## src/hdl/tslpq_pkg.sv

```systemverilog
// Types, constants and helpers for the three-level stable priority queue.
// No dependencies; used by tslpq_cell, the top level and the checker.
`timescale 1ns / 1ps

package tslpq_pkg;

    localparam int DEF_QUEUE_DEPTH = 16;
    localparam int TAG_W           = 16;
    localparam int LVL_W           = 2;
    localparam int CODE_W          = 3;
    localparam int STAT_W          = 2;
    localparam int S_TDATA_W       = 24;
    localparam int M_TDATA_W       = 24;

    typedef enum logic [STAT_W-1:0] {
        ST_DONE  = 2'd0,
        ST_EMPTY = 2'd1,
        ST_FULL  = 2'd2
    } status_t;

    typedef enum logic {
        CMD_ENQ = 1'b0,
        CMD_DEQ = 1'b1
    } cmd_t;

    localparam logic [LVL_W-1:0] LVL_NONE = 2'd0;
    localparam logic [LVL_W-1:0] LVL_1    = 2'd1;
    localparam logic [LVL_W-1:0] LVL_2    = 2'd2;
    localparam logic [LVL_W-1:0] LVL_3    = 2'd3;

    // One stored entry
    typedef struct packed {
        logic [LVL_W-1:0] level;
        logic [TAG_W-1:0] tag;
    } entry_t;

    // Operation broadcast to every cell of the row
    typedef struct packed {
        logic   enq;
        logic   deq;
        entry_t ins;
    } cell_ctrl_t;

    // Class code to priority level
    function automatic logic [LVL_W-1:0] level_of(input logic [CODE_W-1:0] code);
        logic [LVL_W-1:0] lvl;
        case (code) inside
            3'd1, 3'd2: lvl = LVL_1;
            3'd3, 3'd4: lvl = LVL_2;
            default:    lvl = LVL_3;
        endcase
        return lvl;
    endfunction

endpackage

```

## src/hdl/tslpq_cell.sv

```systemverilog
// One cell of the sorted queue row: holds one entry, shifts with its neighbors.
// Depends on tslpq_pkg.
`timescale 1ns / 1ps

module tslpq_cell #(
    parameter int IDX   = 0,
    parameter int CNT_W = 5
) (
    input  logic                  aclk,
    input  tslpq_pkg::cell_ctrl_t ctrl,
    input  logic [CNT_W-1:0]      count,
    input  logic                  prev_keep,  // upstream cell keeps its entry
    input  tslpq_pkg::entry_t     prev_ent,
    input  tslpq_pkg::entry_t     next_ent,
    output tslpq_pkg::entry_t     ent_out,
    output logic                  keep_out
);
    import tslpq_pkg::*;

    entry_t ent_reg;
    entry_t ent_next;
    logic   occupied;

    // Row is kept sorted by level, arrival order within a level
    assign occupied = (CNT_W'(IDX) < count);
    assign keep_out = occupied && (ent_reg.level <= ctrl.ins.level);
    assign ent_out  = ent_reg;

    // Insert: keep, take the new entry, or take the upstream one.
    // Remove: everything moves one cell toward the head.
    always_comb begin
        ent_next = ent_reg;
        if (ctrl.enq) begin
            if (keep_out) begin
                ent_next = ent_reg;
            end else if (prev_keep) begin
                ent_next = ctrl.ins;
            end else begin
                ent_next = prev_ent;
            end
        end else if (ctrl.deq) begin
            ent_next = next_ent;
        end
    end

    always_ff @(posedge aclk) begin
        ent_reg <= ent_next;
    end

endmodule

```

## src/hdl/three_level_stable_priority_queue.sv

```systemverilog
// An accepted request is first held in the request register (pend_reg), then its result is
// registered into the output slot, where m_tvalid rises. A new request is not taken while
// one is pending in the request register, nor while a result is stalled by m_tready low.
// Reset: aresetn clears the occupancy count and both handshakes; cell contents
// are left as they are and read only below the occupancy count.
`timescale 1ns / 1ps

module three_level_stable_priority_queue #(
    parameter int QUEUE_DEPTH = tslpq_pkg::DEF_QUEUE_DEPTH
) (
    input  logic                            aclk,
    input  logic                            aresetn,
    input  logic                            s_tvalid,
    output logic                            s_tready,
    input  logic [tslpq_pkg::S_TDATA_W-1:0] s_tdata,  // [2:0] class_code, [18:3] item_tag
    input  logic                            s_tuser,  // [0] cmd
    output logic                            m_tvalid,
    input  logic                            m_tready,
    output logic [tslpq_pkg::M_TDATA_W-1:0] m_tdata,  // [15:0] out_tag, [17:16] out_level
    output logic [tslpq_pkg::STAT_W-1:0]    m_tuser   // [1:0] status
);
    import tslpq_pkg::*;

    localparam int CNT_W = $clog2(QUEUE_DEPTH + 1);

    logic               pend_reg;
    cmd_t               cmd_reg;
    logic [LVL_W-1:0]   lvl_reg;
    logic [TAG_W-1:0]   tag_reg;
    logic [CNT_W-1:0]   count_reg;
    logic [CNT_W-1:0]   count_next;
    logic               m_tvalid_reg;
    status_t            m_status_reg;
    status_t            m_status_next;
    entry_t             m_ent_reg;
    entry_t             m_ent_next;

    logic               s_acc;
    logic               full;
    logic               empty;
    cell_ctrl_t         ctrl;
    entry_t             ent  [QUEUE_DEPTH];
    logic               keep [QUEUE_DEPTH];

    // Input side: take a new request when none is pending and the output slot is free or draining
    assign s_tready = !pend_reg && (!m_tvalid_reg || m_tready);
    assign s_acc    = s_tvalid && s_tready;

    assign full  = (count_reg == CNT_W'(QUEUE_DEPTH));
    assign empty = (count_reg == '0);

    // Operation for the cell row, gated by full and empty
    assign ctrl.enq = pend_reg && (cmd_reg == CMD_ENQ) && !full;
    assign ctrl.deq = pend_reg && (cmd_reg == CMD_DEQ) && !empty;
    assign ctrl.ins = '{level: lvl_reg, tag: tag_reg};

    // Row of cells, head at index 0
    for (genvar i = 0; i < QUEUE_DEPTH; i++) begin : g_cell
        logic   pk;
        entry_t pe;
        entry_t ne;
        if (i == 0) begin : g_head
            assign pk = 1'b1;
            assign pe = '0;
        end else begin : g_body
            assign pk = keep[i-1];
            assign pe = ent[i-1];
        end
        if (i == QUEUE_DEPTH - 1) begin : g_tail
            assign ne = '0;
        end else begin : g_inner
            assign ne = ent[i+1];
        end
        tslpq_cell #(
            .IDX   (i),
            .CNT_W (CNT_W)
        ) u_cell (
            .aclk      (aclk),
            .ctrl      (ctrl),
            .count     (count_reg),
            .prev_keep (pk),
            .prev_ent  (pe),
            .next_ent  (ne),
            .ent_out   (ent[i]),
            .keep_out  (keep[i])
        );
    end

    // Occupancy and result of the pending request
    always_comb begin
        count_next    = count_reg;
        m_status_next = ST_DONE;
        m_ent_next    = '{level: LVL_NONE, tag: '0};
        if (ctrl.enq) begin
            count_next = count_reg + CNT_W'(1);
        end
        if (ctrl.deq) begin
            count_next = count_reg - CNT_W'(1);
            m_ent_next = ent[0];
        end
        if (cmd_reg == CMD_ENQ && full) begin
            m_status_next = ST_FULL;
        end
        if (cmd_reg == CMD_DEQ && empty) begin
            m_status_next = ST_EMPTY;
        end
    end

    // Control state
    always_ff @(posedge aclk) begin
        if (!aresetn) begin
            pend_reg     <= 1'b0;
            count_reg    <= '0;
            m_tvalid_reg <= 1'b0;
        end else begin
            pend_reg  <= s_acc;
            count_reg <= count_next;
            if (pend_reg) begin
                m_tvalid_reg <= 1'b1;
            end else if (m_tready) begin
                m_tvalid_reg <= 1'b0;
            end
        end
    end

    // Payload registers
    always_ff @(posedge aclk) begin
        if (s_acc) begin
            cmd_reg <= cmd_t'(s_tuser);
            lvl_reg <= level_of(s_tdata[CODE_W-1:0]);
            tag_reg <= s_tdata[CODE_W +: TAG_W];
        end
        if (pend_reg) begin
            m_status_reg <= m_status_next;
            m_ent_reg    <= m_ent_next;
        end
    end

    assign m_tvalid = m_tvalid_reg;
    assign m_tdata  = M_TDATA_W'({m_ent_reg.level, m_ent_reg.tag});
    assign m_tuser  = m_status_reg;

endmodule

```

## config.mk

```make
export PLATFORM = sky130hd
export DESIGN_NAME = three_level_stable_priority_queue
export DESIGN_NICKNAME = d
export VERILOG_FILES = /design/src/hdl/tslpq_pkg.sv /design/src/hdl/tslpq_cell.sv /design/src/hdl/three_level_stable_priority_queue.sv
export SDC_FILE = /design/constraint.sdc
export NUM_CORES = 1
export LEC_CHECK = 0
export ABC_AREA = 1
export BUFFER_PORTS_ARGS = -buffer_cell sky130_fd_sc_hd__clkbuf_2
export CAP_MARGIN = 15
export CELL_PAD_IN_SITES_DETAIL_PLACEMENT = 1
export CELL_PAD_IN_SITES_GLOBAL_PLACEMENT = 1
export CORE_UTILIZATION = 30
export DETAILED_ROUTE_END_ITERATION = 10
export PLACE_DENSITY_LB_ADDON = 0.1
export SLEW_MARGIN = 15
export SYNTH_ARGS = -nofsm -noshare
export SYNTH_HDL_FRONTEND = slang
export SYNTH_SLANG_ARGS = --single-unit
```

## constraint.sdc

```tcl
create_clock -name aclk -period 4.6 [get_ports aclk]
set_input_delay 0.23 -clock aclk [delete_from_list [all_inputs] [get_ports aclk]]
set_output_delay 0.23 -clock aclk [all_outputs]
set_load 0.005 [all_outputs]
```

==> results.yml <==
clocking:
  cts.sinks: 334
  cts_root_buf: "clkbuf_16"
  cts_buffers: 43
  clk_path_buf_depth: 3
  cts.htree.levels: 2
  cts_resized: 0
  clkTransAtPathRegs_ns: 0.06
  clk-insertion-delay-late_ns: 0.56
  cts_tree: "yes"
global_routing:
  grt_pass1_vias: 14970
  grt_max_degree: 237
  antenna_found_initial: 0
  grt_pass1_wl_um: 90230
  grtUsageTotal_pct: 19.78
  grt_overflow_total: 0
route:
  final_antenna_net_count: 0
  drt_pass1_iterations: 5
  wl_um: 59560
  wl_per_cell_um: 19.59
  via_per_inst: 4.658
  drc: 0
  vias: 14160
  drtIter0Drc: 693
power_and_ir_drop:
  p_int_mw: 5.976
  power_density_mw_per_mm2: 412.6
  power.total_mw: 8.406
  clkPwrFrac_pct: 39.4
  p_sw_mw: 2.429
  p_sw_share_pct: 28.90
  power_leakage_nw: 11.05
  p_seq_share_pct: 45.4
  ir_drop_mv: 0.2263
  combPwrFrac_pct: 15.2
floorplan:
  num_rows: 89
  die_x_um: 246.6
  start_util_pct: 30.40
  core_mm2: 0.05902
  dieHeight_um: 246.6
  ios: 57
  die_area_mm2: 0.06080
sta:
  setup_viol: 0
  fin_crit_sh_pct: 74.89
  final-hold-violation-count: 0
  max_slew_margin_pct: 33.55
  period_needed_ns: 3.445
  worst_pin_slew_ns: 0.9954
  rsz0062_at_grt: "false"
  maxSlewViolCount: 0
  setup_tns_ns: 0
  finalClockSkew_ns: 0.01170
  max_freq_ghz: 0.2903
  worst_hold_slack_ns: 0.04477
finish:
  antennaDiodeCount: 0
  layout_common_cells: "1223 x nand2_1, 327 x edfxtp_1, 250 x inv_1, 72 x o21ai_0, 56 x nor2_1"
  area_growth_pct: 13.53
  layout_commonest_cell: "nand2_1"
  drive_gt1_share_pct: 8.116
  largest_reg_flops: 288
  nets: 2300
logic_synthesis:
  yosysWarnings: 0
  synth-async-reset-ratio_pct: 0
  syn_area_per_cell_um2: 8.198
  syn_inst: 2189
  synth_flop_cell: "edfxtp_1"
  netlist_area_mm2: 0.01794
  ys_ff_latch: 334
  synth-edff-count: 327
  synth_cell_types: 33
  yosysSeqAreaShare_pct: 55.50
run:
  drv_cap: 0
setup_path:
  start_kind: "register"
  crit_type: "reg2reg"
  crit_fanout: 29
  rrSetupSlack_ns: 1.16
  critPathArrivalTime_ns: 3.88
  cp.required_ns: 5.03
  critPathCaptureType: "register"
placed_design:
  port_buffers: 45
  dp_hpwl_um: 39130
  finalWeightedCongestion: 0.7469
worst_hold_path:
  hold_class: "in2reg"
status:
  status: "complete, no violations"
## power by group through the flow
| stage | Clock, mW | Combinational (mW) | Sequential, mW |
|---|---|---|---|
| after global routing | 3.48 | 1.47 | 3.84 |
| final | 3.31 | 1.28 | 3.81 |
| after global placement | 0 | 1.25 | 3.87 |
| after detailed placement | 0 | 1.28 | 3.88 |
| after floorplan | 0 | 0.910 | 3.81 |
| after CTS | 3.39 | 1.30 | 3.82 |
## path summary, 6_finish.rpt
kind | start | endpoint | depth (start not counted)
max | pend_reg | g_cell[8].u_cell.ent_out[4] | 9
min | s_tdata[0] | lvl_reg[1] | 2
max reg2reg | pend_reg | g_cell[8].u_cell.ent_out[4] | 9
min reg2reg | g_cell[15].u_cell.ent_out[0] | g_cell[14].u_cell.ent_out[0] | 2
## critical path, stage by stage, from the launching register on
cell and delay (ns):
dfxtp_1 0.97, inv_1 0.09, nor2_1 0.30, nand2_8 0.09, inv_4 0.53, buf_4 0.33
nand2_1 0.56, nand2_1 0.23, o21ai_0 0.12, nand2_1 0.08
## per-stage QoR
stage	worst slack, ns	cells	instance area, um^2	utilization, %
5_1_grt	0.9133	3040	20370	34.52
3_5_place_dp	1.094	2940	18780	31.82
4_1_cts	1.054	3039	20340	34.46
2_1_floorplan	1.778	2194	17960	-
3_3_place_gp	1.168	2940	18780	31.82
6_report	1.155	3040	20370	34.52
## logic make-up after synthesis
| logic type | after synthesis | synth area share (%) |
|---|---|---|
| AO/OA/AOI/OAI | 126 | 3.682 |
| buffers and inverters | 352 | 8.660 |
| other | 1 | 0.02090 |
| AND/OR/NAND/NOR | 1336 | 29.43 |
| adder cells (fa/ha/maj) | 36 | 2.510 |
| flip-flops | 334 | 55.50 |
| XOR/XNOR | 4 | 0.1952 |
## layer usage
| layer | wire [um] | vias up | global-route usage, % |
|---|---|---|---|
| met1 | 27110 | 6997 | 25.33 |
| met5 | 0 | - | 0 |
| met3 | 1591 | 94 | 2.135 |
| met4 | 1625 | 0 | 6.427 |
| li1 | - | 6878 | - |
| met2 | 29230 | 190 | 34.58 |
## synth_stat cells (4+ instances only)
cell type	instances	area, um^2
a21oi_1	23	115.1
buf_2	48	240.2
buf_4	26	195.2
buf_6	6	67.56
clkbuf_1	13	48.80
dfxtp_1	7	140.1
edfxtp_1	327	9819
ha_1	36	450.4
inv_1	250	938.4
inv_2	5	18.77
nand2_1	1223	4591
nand2_2	14	87.58
nand2_4	22	247.7
nand3_1	11	55.05
nand3_2	5	50.05
nor2_1	56	210.2
o21ai_0	72	360.4
o21ai_1	20	100.1
o21bai_1	6	45.04
xor2_1	4	35.03
## final cells by class
type | count | area [um^2]
Fill cell | 7093 | 38650
Sequential cell | 334 | 9960
Timing Repair Buffer | 92 | 665.6
Clock buffer | 54 | 1160
Multi-Input combinational cell | 1508 | 6474
Inverter | 256 | 963.4
Tap cell | 773 | 967.2
Clock inverter | 23 | 182.7
## repair_timing
| item | CTS | global route |
|---|---|---|
| endpoints found under the hold margin | 25 | 0 |
| hold buffers | 22 | 0 |
| buffers inserted | 0 | 0 |
No activity file was read; power rests on OpenSTA's default activity.
